<file path="config.mk">
export PLATFORM = sky130hd
export DESIGN_NAME = polynomial_newton_root_finder_top
export DESIGN_NICKNAME = d
export VERILOG_FILES = /design/src/pnrf_pkg.sv /design/src/polynomial_newton_root_finder_top.sv
export VERILOG_INCLUDE_DIRS = /design/src /design/src/src
export SDC_FILE = /design/constraint.sdc
export NUM_CORES = 2
export LEC_CHECK = 0
export BUFFER_PORTS_ARGS = -buffer_cell sky130_fd_sc_hd__buf_4
export CORE_UTILIZATION = 40
export CTS_BUF_LIST = sky130_fd_sc_hd__clkbuf_2
export DETAILED_ROUTE_END_ITERATION = 10
export HOLD_SLACK_MARGIN = 0.05
export MAX_ROUTING_LAYER = met4
export PLACE_DENSITY_LB_ADDON = 0.15
export REMOVE_ABC_BUFFERS = 1
export SKIP_LAST_GASP = 1
export SYNTH_ARGS = -nofsm -noshare
export SYNTH_HDL_FRONTEND = slang
export SYNTH_SLANG_ARGS = --single-unit
</file>
<file path="constraint.sdc">
create_clock -name i_clk -period 24.6 [get_ports i_clk]
set_clock_uncertainty 0.15 [all_clocks]
set_input_delay 7.38 -clock i_clk [delete_from_list [all_inputs] [get_ports i_clk]]
set_output_delay 7.38 -clock i_clk [all_outputs]
set_load 0.02 [all_outputs]
</file>
<file path="src/assert_macros.svh">
// Concurrent assertion helpers
`ifndef ASSERT_MACROS_SVH
`define ASSERT_MACROS_SVH
`ifndef SYNTHESIS
`define ASSERT_ALWAYS(label, clk, rst_n, expr) \
    label: assert property (@(posedge clk) disable iff (!rst_n) (expr)) \
        else $error("assertion failed");
`define ASSERT_IMPLY(label, clk, rst_n, ante, cons) \
    label: assert property (@(posedge clk) disable iff (!rst_n) (ante) |-> (cons)) \
        else $error("assertion failed");
`define ASSERT_NEXT(label, clk, rst_n, ante, cons) \
    label: assert property (@(posedge clk) disable iff (!rst_n) (ante) |=> (cons)) \
        else $error("assertion failed");
`else
`define ASSERT_ALWAYS(label, clk, rst_n, expr)
`define ASSERT_IMPLY(label, clk, rst_n, ante, cons)
`define ASSERT_NEXT(label, clk, rst_n, ante, cons)
`endif
`endif

</file>
<file path="src/pnrf_pkg.sv">
package pnrf_pkg;

    localparam int VAL_W      = 48;
    localparam int FRAC_BITS  = 24;
    localparam int HALF_W     = VAL_W / 2;
    localparam int PROD_W     = 2 * VAL_W;
    localparam int DVD_W      = VAL_W + 1 + FRAC_BITS;
    localparam int NUM_COEF   = 6;

    localparam logic [VAL_W-1:0] STEP_FIXED = 48'd16777;
    localparam logic [VAL_W-1:0] VAL_MAX    = {1'b0, {(VAL_W-1){1'b1}}};
    localparam logic [VAL_W-1:0] VAL_MIN    = {1'b1, {(VAL_W-1){1'b0}}};
    localparam logic [2:0]       MAX_DEGREE = 3'd5;
    localparam logic [6:0]       MAX_ITER   = 7'd64;
    localparam logic [6:0]       DIV_LAST   = 7'(DVD_W - 1);

    localparam logic [2:0] REG_DEGREE = 3'd0;
    localparam logic [2:0] REG_LIMIT  = 3'd1;

    typedef enum logic [8:0] {
        S_IDLE  = 9'b000000001,
        S_INIT  = 9'b000000010,
        S_MUL   = 9'b000000100,
        S_RND   = 9'b000001000,
        S_ADD   = 9'b000010000,
        S_EDONE = 9'b000100000,
        S_DIV   = 9'b001000000,
        S_POST  = 9'b010000000,
        S_OUT   = 9'b100000000
    } t_state;

    typedef struct packed {
        logic [VAL_W-1:0] val;
        logic             sat;
    } t_sat;

    function automatic t_sat sat_from_mag(input logic [DVD_W-1:0] mag, input logic neg);
        t_sat             r;
        logic [DVD_W-1:0] lim;
        lim = neg ? DVD_W'({1'b1, {(VAL_W-1){1'b0}}}) : DVD_W'(VAL_MAX);
        if (mag > lim) begin
            r.sat = 1'b1;
            r.val = neg ? VAL_MIN : VAL_MAX;
        end else begin
            r.sat = 1'b0;
            r.val = neg ? (~mag[VAL_W-1:0] + 1'b1) : mag[VAL_W-1:0];
        end
        return r;
    endfunction

    function automatic t_sat clamp49(input logic [VAL_W:0] v);
        t_sat r;
        if (v[VAL_W] != v[VAL_W-1]) begin
            r.sat = 1'b1;
            r.val = v[VAL_W] ? VAL_MIN : VAL_MAX;
        end else begin
            r.sat = 1'b0;
            r.val = v[VAL_W-1:0];
        end
        return r;
    endfunction

    function automatic logic [VAL_W-1:0] mag48(input logic [VAL_W-1:0] v);
        return v[VAL_W-1] ? (~v + 1'b1) : v;
    endfunction

endpackage

</file>
<file path="src/polynomial_newton_root_finder_top.sv">
// Each iteration is computed on a shared 24x24 multiplier (partial products accumulated,
// then round and add) and a 73-step restoring divider; a zero-slope iteration skips the
// second division. One start estimate yields up to iteration_limit (clamped to 1..64)
// result beats; a new start estimate is taken only once the run is done, and any stall
// on the result side holds the run.
// Reset (synchronous, active low) returns to idle and restores degree 0, limit 8 and zero coefficients.
`include "assert_macros.svh"

module polynomial_newton_root_finder_top (
    input  logic                          i_clk,
    input  logic                          i_rst_n,
    input  logic                          i_valid,
    output logic                          o_ready,
    input  logic [pnrf_pkg::VAL_W-1:0]    i_start_estimate,
    output logic                          o_valid,
    input  logic                          i_ready,
    output logic [5:0]                    o_iteration_index,
    output logic [pnrf_pkg::VAL_W-1:0]    o_poly_value,
    output logic [pnrf_pkg::VAL_W-1:0]    o_slope,
    output logic [pnrf_pkg::VAL_W-1:0]    o_correction,
    output logic [pnrf_pkg::VAL_W-1:0]    o_new_estimate,
    output logic                          o_slope_zero,
    output logic                          o_saturated,
    output logic                          o_last,
    input  logic                          psel,
    input  logic                          penable,
    input  logic                          pwrite,
    input  logic [5:0]                    paddr,
    input  logic [63:0]                   pwdata,
    output logic [63:0]                   prdata,
    output logic                          pready
);
    import pnrf_pkg::*;

    t_state             r_state, n_state;
    logic [2:0]         r_degree;
    logic [6:0]         r_limit;
    logic [VAL_W-1:0]   r_coef [NUM_COEF];

    logic [VAL_W-1:0]   r_x, n_x, r_xe, n_xe, r_acc, n_acc, r_p0, n_p0;
    logic [VAL_W-1:0]   r_slope, n_slope, r_corr, n_corr, r_nx, n_nx;
    logic [2:0]         r_k, n_k;
    logic [1:0]         r_mcnt, n_mcnt;
    logic [PROD_W-1:0]  r_prod, n_prod;
    logic               r_pass, n_pass, r_dphase, n_dphase;
    logic               r_sat, n_sat, r_zero, n_zero;
    logic [5:0]         r_iter, n_iter;
    logic [DVD_W-1:0]   r_dvd, n_dvd, r_quo, n_quo;
    logic [VAL_W-1:0]   r_rem, n_rem, r_den, n_den;
    logic [6:0]         r_dcnt, n_dcnt;
    logic               r_dneg, n_dneg;

    logic [2:0]         deg_eff;
    logic [6:0]         lim_eff;
    logic               cfg_wr, out_beat, last;
    logic [VAL_W-1:0]   a_mag, b_mag;
    logic [HALF_W-1:0]  a_sel, b_sel;
    logic [VAL_W-1:0]   pp;
    logic [PROD_W-1:0]  pp_sh, rnd;
    logic [VAL_W:0]     rem_sh, diff;
    t_sat               mul_res, add_res, xh_res, q_res, nx_res;

    assign deg_eff = (r_degree > MAX_DEGREE) ? MAX_DEGREE : r_degree;
    assign lim_eff = (r_limit == 7'd0) ? 7'd1 : ((r_limit > MAX_ITER) ? MAX_ITER : r_limit);
    assign cfg_wr  = psel && penable && pwrite && pready;
    assign pready  = 1'b1;

    assign o_ready  = (r_state == S_IDLE);
    assign o_valid  = (r_state == S_OUT);
    assign out_beat = o_valid && i_ready;
    assign last     = r_zero || (({1'b0, r_iter} + 7'd1) == lim_eff);

    assign o_iteration_index = r_iter;
    assign o_poly_value      = r_p0;
    assign o_slope           = r_slope;
    assign o_correction      = r_corr;
    assign o_new_estimate    = r_nx;
    assign o_slope_zero      = r_zero;
    assign o_saturated       = r_sat;
    assign o_last            = last;

    always_comb begin
        case (paddr[5:3])
            REG_DEGREE: prdata = {61'd0, r_degree};
            REG_LIMIT:  prdata = {57'd0, r_limit};
            default:    prdata = {{(64-VAL_W){r_coef[paddr[5:3] - 3'd2][VAL_W-1]}},
                                  r_coef[paddr[5:3] - 3'd2]};
        endcase
    end

    always_ff @(posedge i_clk) begin
        if (!i_rst_n) begin
            r_degree <= 3'd0;
            r_limit  <= 7'd8;
            for (int i = 0; i < NUM_COEF; i++) r_coef[i] <= '0;
        end else if (cfg_wr) begin
            case (paddr[5:3])
                REG_DEGREE: r_degree <= pwdata[2:0];
                REG_LIMIT:  r_limit  <= pwdata[6:0];
                default:    r_coef[paddr[5:3] - 3'd2] <= pwdata[VAL_W-1:0];
            endcase
        end
    end

    assign a_mag = mag48(r_acc);
    assign b_mag = mag48(r_xe);
    assign a_sel = r_mcnt[0] ? a_mag[VAL_W-1:HALF_W] : a_mag[HALF_W-1:0];
    assign b_sel = r_mcnt[1] ? b_mag[VAL_W-1:HALF_W] : b_mag[HALF_W-1:0];
    assign pp    = {{HALF_W{1'b0}}, a_sel} * {{HALF_W{1'b0}}, b_sel};

    always_comb begin
        case (r_mcnt)
            2'd0:    pp_sh = {{VAL_W{1'b0}}, pp};
            2'd3:    pp_sh = {pp, {VAL_W{1'b0}}};
            default: pp_sh = {{HALF_W{1'b0}}, pp, {HALF_W{1'b0}}};
        endcase
    end

    assign rnd     = r_prod + (PROD_W'(1) << (FRAC_BITS - 1));
    assign mul_res = sat_from_mag(DVD_W'(rnd[PROD_W-1:FRAC_BITS]), r_acc[VAL_W-1] ^ r_xe[VAL_W-1]);
    assign add_res = clamp49({r_acc[VAL_W-1], r_acc} +
                             {r_coef[r_k - 3'd1][VAL_W-1], r_coef[r_k - 3'd1]});
    assign xh_res  = clamp49({r_x[VAL_W-1], r_x} + {1'b0, STEP_FIXED});
    assign diff    = {r_acc[VAL_W-1], r_acc} - {r_p0[VAL_W-1], r_p0};
    assign rem_sh  = {r_rem, r_dvd[DVD_W-1]};
    assign q_res   = sat_from_mag(r_quo, r_dneg);
    assign nx_res  = clamp49({r_x[VAL_W-1], r_x} - {q_res.val[VAL_W-1], q_res.val});

    always_comb begin
        n_state  = r_state;
        n_x      = r_x;
        n_xe     = r_xe;
        n_acc    = r_acc;
        n_p0     = r_p0;
        n_slope  = r_slope;
        n_corr   = r_corr;
        n_nx     = r_nx;
        n_k      = r_k;
        n_mcnt   = r_mcnt;
        n_prod   = r_prod;
        n_pass   = r_pass;
        n_dphase = r_dphase;
        n_sat    = r_sat;
        n_zero   = r_zero;
        n_iter   = r_iter;
        n_dvd    = r_dvd;
        n_quo    = r_quo;
        n_rem    = r_rem;
        n_den    = r_den;
        n_dcnt   = r_dcnt;
        n_dneg   = r_dneg;
        case (r_state)
            S_IDLE: begin
                if (i_valid) begin
                    n_x     = i_start_estimate;
                    n_xe    = i_start_estimate;
                    n_iter  = 6'd0;
                    n_pass  = 1'b0;
                    n_sat   = 1'b0;
                    n_zero  = 1'b0;
                    n_state = S_INIT;
                end
            end
            S_INIT: begin
                n_acc   = r_coef[deg_eff];
                n_k     = deg_eff;
                n_mcnt  = 2'd0;
                n_prod  = '0;
                n_state = (deg_eff == 3'd0) ? S_EDONE : S_MUL;
            end
            S_MUL: begin
                n_prod = r_prod + pp_sh;
                n_mcnt = r_mcnt + 2'd1;
                if (r_mcnt == 2'd3) n_state = S_RND;
            end
            S_RND: begin
                n_acc   = mul_res.val;
                n_sat   = r_sat | mul_res.sat;
                n_state = S_ADD;
            end
            S_ADD: begin
                n_acc   = add_res.val;
                n_sat   = r_sat | add_res.sat;
                n_k     = r_k - 3'd1;
                n_mcnt  = 2'd0;
                n_prod  = '0;
                n_state = (r_k == 3'd1) ? S_EDONE : S_MUL;
            end
            S_EDONE: begin
                if (!r_pass) begin
                    n_p0    = r_acc;
                    n_xe    = xh_res.val;
                    n_sat   = r_sat | xh_res.sat;
                    n_pass  = 1'b1;
                    n_state = S_INIT;
                end else begin
                    n_dvd    = {(diff[VAL_W] ? (~diff + 1'b1) : diff), {FRAC_BITS{1'b0}}};
                    n_dneg   = diff[VAL_W];
                    n_den    = STEP_FIXED;
                    n_rem    = '0;
                    n_quo    = '0;
                    n_dcnt   = 7'd0;
                    n_dphase = 1'b0;
                    n_state  = S_DIV;
                end
            end
            S_DIV: begin
                n_dvd  = {r_dvd[DVD_W-2:0], 1'b0};
                if (rem_sh >= {1'b0, r_den}) begin
                    n_rem = VAL_W'(rem_sh - {1'b0, r_den});
                    n_quo = {r_quo[DVD_W-2:0], 1'b1};
                end else begin
                    n_rem = rem_sh[VAL_W-1:0];
                    n_quo = {r_quo[DVD_W-2:0], 1'b0};
                end
                n_dcnt = r_dcnt + 7'd1;
                if (r_dcnt == DIV_LAST) n_state = S_POST;
            end
            S_POST: begin
                n_sat = r_sat | q_res.sat;
                if (!r_dphase) begin
                    n_slope = q_res.val;
                    if (q_res.val == '0) begin
                        n_zero  = 1'b1;
                        n_corr  = '0;
                        n_nx    = r_x;
                        n_state = S_OUT;
                    end else begin
                        n_dvd    = {1'b0, mag48(r_p0), {FRAC_BITS{1'b0}}};
                        n_dneg   = r_p0[VAL_W-1] ^ q_res.val[VAL_W-1];
                        n_den    = mag48(q_res.val);
                        n_rem    = '0;
                        n_quo    = '0;
                        n_dcnt   = 7'd0;
                        n_dphase = 1'b1;
                        n_state  = S_DIV;
                    end
                end else begin
                    n_corr  = q_res.val;
                    n_nx    = nx_res.val;
                    n_sat   = r_sat | q_res.sat | nx_res.sat;
                    n_state = S_OUT;
                end
            end
            S_OUT: begin
                if (i_ready) begin
                    if (last) begin
                        n_state = S_IDLE;
                    end else begin
                        n_x     = r_nx;
                        n_xe    = r_nx;
                        n_iter  = r_iter + 6'd1;
                        n_pass  = 1'b0;
                        n_sat   = 1'b0;
                        n_state = S_INIT;
                    end
                end
            end
            default: n_state = S_IDLE;
        endcase
    end

    always_ff @(posedge i_clk) begin
        if (!i_rst_n) begin
            r_state <= S_IDLE;
        end else begin
            r_state <= n_state;
        end
        r_x      <= n_x;
        r_xe     <= n_xe;
        r_acc    <= n_acc;
        r_p0     <= n_p0;
        r_slope  <= n_slope;
        r_corr   <= n_corr;
        r_nx     <= n_nx;
        r_k      <= n_k;
        r_mcnt   <= n_mcnt;
        r_prod   <= n_prod;
        r_pass   <= n_pass;
        r_dphase <= n_dphase;
        r_sat    <= n_sat;
        r_zero   <= n_zero;
        r_iter   <= n_iter;
        r_dvd    <= n_dvd;
        r_quo    <= n_quo;
        r_rem    <= n_rem;
        r_den    <= n_den;
        r_dcnt   <= n_dcnt;
        r_dneg   <= n_dneg;
    end

    `ASSERT_ALWAYS(a_no_overlap, i_clk, i_rst_n, !(o_valid && o_ready))
    `ASSERT_NEXT(a_busy_after_take, i_clk, i_rst_n, i_valid && o_ready, !o_ready)
    `ASSERT_IMPLY(a_zero_ends, i_clk, i_rst_n, o_valid && o_slope_zero, o_last && (o_correction == '0) && (o_slope == '0))
    `ASSERT_NEXT(a_last_idles, i_clk, i_rst_n, out_beat && o_last, o_ready)

endmodule
</file>
==> metrics.md <==
| Metric | Value |
|---|---|
| Mapped cell area | `100,000 sq um` |
| Post-synth top area share | `31.6%` |
| IO Pins | `a little under 400` |
| Clock root cell | `clkbuf_2` |
| Total Routed Length | `373,000 um` |
| Setup slack, reg-to-reg | `between 7000 and 8000 ps` |
| Tot GR Track Use | `29.9%` |
| Ys async rst share | `0%` |
| Longest Clk Path Bufs | `4` |
| Gate Count Post-Synth | `10,700` |
| Worst slew pin tran | `1280 ps` |
| Post-synth EDFFs | `approximately 1,100` |
| Hold Path Stages | `2` |
| Setup TNS | `0 ps` |
| Met3 GRT Util | `under 10%` |
| Pre-CTS setup slack | `between 6000 and 7000 ps` |
| GP Congestion | `~0.96` |
| Nets | `approximately 12,000` |
| CP most frequent cell | `buf_4` |
| Grt peak-use layer | `met2` |
| Global route total overflow | `0` |
| Htree depth | `5` |
| Critical-path cell list | `buf_6 -> inv_1 -> ha_4 -> buf_4 -> mux2i_1 -> o21ai_0 -> buf_4` |
| Max incr delay on CP | `990 ps` |
| Critical Path Fanout Max | `35` |
| Post-synthesis simple-gate area fraction | `16.1%` |
| P&R area growth vs syn | `9.24%` |
| Worst-path clk slew | `approximately 100 ps` |
| FF-to-FF End | `r_prod[90]` |
| CP Capture Type | `output port` |
| Main combinational cell family by area after synthesis | `adder cells` |
| Area leader, netlist | `edfxtp_1` |
| Min-Delay Endpoint | `r_dvd[72]` |
| Leading cell types by count after synthesis | `nor2_1, edfxtp_1, inv_1` |
| Count leader, synth | `nor2_1` |
| Initial antenna violation count | `13` |
| Final Max Slew Viols | `0` |
| CTS tree | `yes` |
| Reg2Reg Depth | `between 50 and 60` |
| Fmax | `54.3 MHz` |
| # placed instances | `13,900` |
| Initial core utilization | `about two fifths` |
| Period utilization | `roughly 75%` |
| Synth warn | `0` |
| Multiplexer area fraction after synthesis | `~8.6%` |
| Die area | `between 200,000 and 300,000 sq um` |
| Hold Crit Start | `r_dvd[71]` |
| Ys flop type | `edfxtp_1` |
| Critical R2R Launch | `r_acc[1]` |
| Slew margin rel. | `14.8%` |
| CP Launch Type | `input pin` |
| Hold_buf cts | `0` |
| Chip height | `~500 um` |
| Core ar. | `249,000 sq um` |
| Num CTS Buffers | `324` |
| Post-layout minimum cycle time | `about 18,000 ps` |
| Hold Vio Cnt, Final | `0` |
| Wire per inst | `between 20 and 30 um` |
| Clock sinks | `1,076` |
| First-pass GRT wire length | `548,000 um` |
| Met2 GRT Util | `46.5%` |
| RSZ-0062 raised after global routing | `no` |
| Chip width | `between 500 and 600 um` |
| Num rows | `183` |
| Worst path slowest cell | `o21ai_0` |
| Detail-routed via count per cell | `5.90` |
| Layout Cells excl Fill | `between 10,000 and 15,000` |
| HP Class | `reg -> reg` |
| Register bit total from synthesis | `roughly 1,100` |
| Post-synthesis compound-gate area fraction | `between 15 and 20%` |
| Sequential element share of the synthesized area | `32.0%` |
| Vias in the first global route | `between 80,000 and 90,000` |
| Drt pass-1 iters | `5` |
| DP Area | `107,000 sq um` |
| Cell variety after synth | `94` |
| Synth Area in XOR/XNOR | `approximately 5.2%` |
| # port buffers | `~370` |
| Post-DP HPWL | `~280,000 um` |
| Post-CTS setup buffer count | `0` |
| Status | `completed` |
| Setup-failing EPs final | `0` |
| DR DRC count | `0` |
| Share of post-route cells with drive strength above 1 | `roughly 14%` |
| Max-Cap Viols | `0` |
| Kind of critical path | `in -> out` |
| Routing usage on met1 | `a little under two fifths` |
| Later-pin clock latency in the skew report | `approximately 1900 ps` |
| Largest net degree at the start of global routing | `86` |
| Worst Path Required | `between 15,000 and 20,000 ps` |
| WP data arrival | `roughly 11,000 ps` |
| Vias | `85,500` |
| Design area | `roughly 110,000 sq um` |
| Antenna viol nets, final | `0` |
| Top cells by area, synth | `edfxtp_1, fa_1, ha_1` |
| DRT iter0 DRCs | `between 7,000 and 8,000` |
| Syn_area_per_cell | `about 9.4 sq um` |
| Resize count post-CTS | `0` |
| Setup slack after layout | `roughly 6200 ps` |
| Synth Area in Adders | `approximately 17%` |
flip-flops by register name, summed over array words and instances (netlist names), 3 cells and up:
register	cells
r_coef	384
r_prod	96
r_quo	73
r_dvd	49
o_correction	48
o_new_estimate	48
o_poly_value	48
o_slope	48
r_acc	48
r_den	48
r_rem	48
r_x	48
r_xe	48
r_state	9
r_dcnt	7
r_limit	7
o_iteration_index	6
r_degree	3
r_k	3
worst max-delay path: cells and delay by family:
| kind | cells | cell delay, ps |
|---|---|---|
| buffers and inverters | 4 | 1680 |
| multiplexers | 1 | 150 |
| AO/OA/AOI/OAI | 1 | 990 |
| adder cells (fa/ha/maj) | 1 | 620 |
area by class of cell:
class                           count  area [sq um]
Antenna cell                       24          60.1
Clock buffer                      427          2140
Clock inverter                    102           601
Fill cell                       24400        139000
Inverter                          968          3630
Multi-Input combinational cell   8024         62700
Sequential cell                  1076         32100
Tap cell                         3330          4170
Timing Repair Buffer              548          4130
routing by layer:
layer | wire (um) | vias up
met5 | 0 | -
met1 | 156000 | 42400
li1 | - | 38700
met3 | 25300 | 757
met2 | 171000 | 3621
met4 | 20700 | 0
logic make-up after synthesis:
group / count (synthesis)
AND/OR/NAND/NOR: 3443
AO/OA/AOI/OAI: 2369
multiplexers: 544
flip-flops: 1076
XOR/XNOR: 595
buffers and inverters: 1575
other: 1
adder cells (fa/ha/maj): 1072
placed cells by master (no fill, tap or decap), types with 427 or more instances in the layout:
cell,count
nor2_1,1207
edfxtp_1,1057
inv_1,963
nand2_1,906
a21oi_1,628
ha_1,573
o21ai_0,566
buf_4,546
fa_1,487
clkbuf_2,427
how the worst max path moves through the flow:
stage	depth (start not counted)	startpoint	end
2_1_floorplan	4	paddr[4]	prdata[47]
3_3_place_gp	7	paddr[4]	prdata[2]
3_5_place_dp	7	paddr[4]	prdata[2]
4_1_cts	7	paddr[4]	prdata[2]
5_1_grt	7	paddr[4]	prdata[4]
6_report	7	paddr[4]	prdata[4]
metrics by stage:
stage	utilization [%]	hold slack (ps)
floorplan	-	346
global placement	42.9	377
detailed placement	42.9	386
CTS	44.0	331
global route	44.0	360
finish	44.0	351
Power is left out: the tool's default activity adds up to more than one toggle a clock period on the data nets, which glitch-free logic cannot reach.
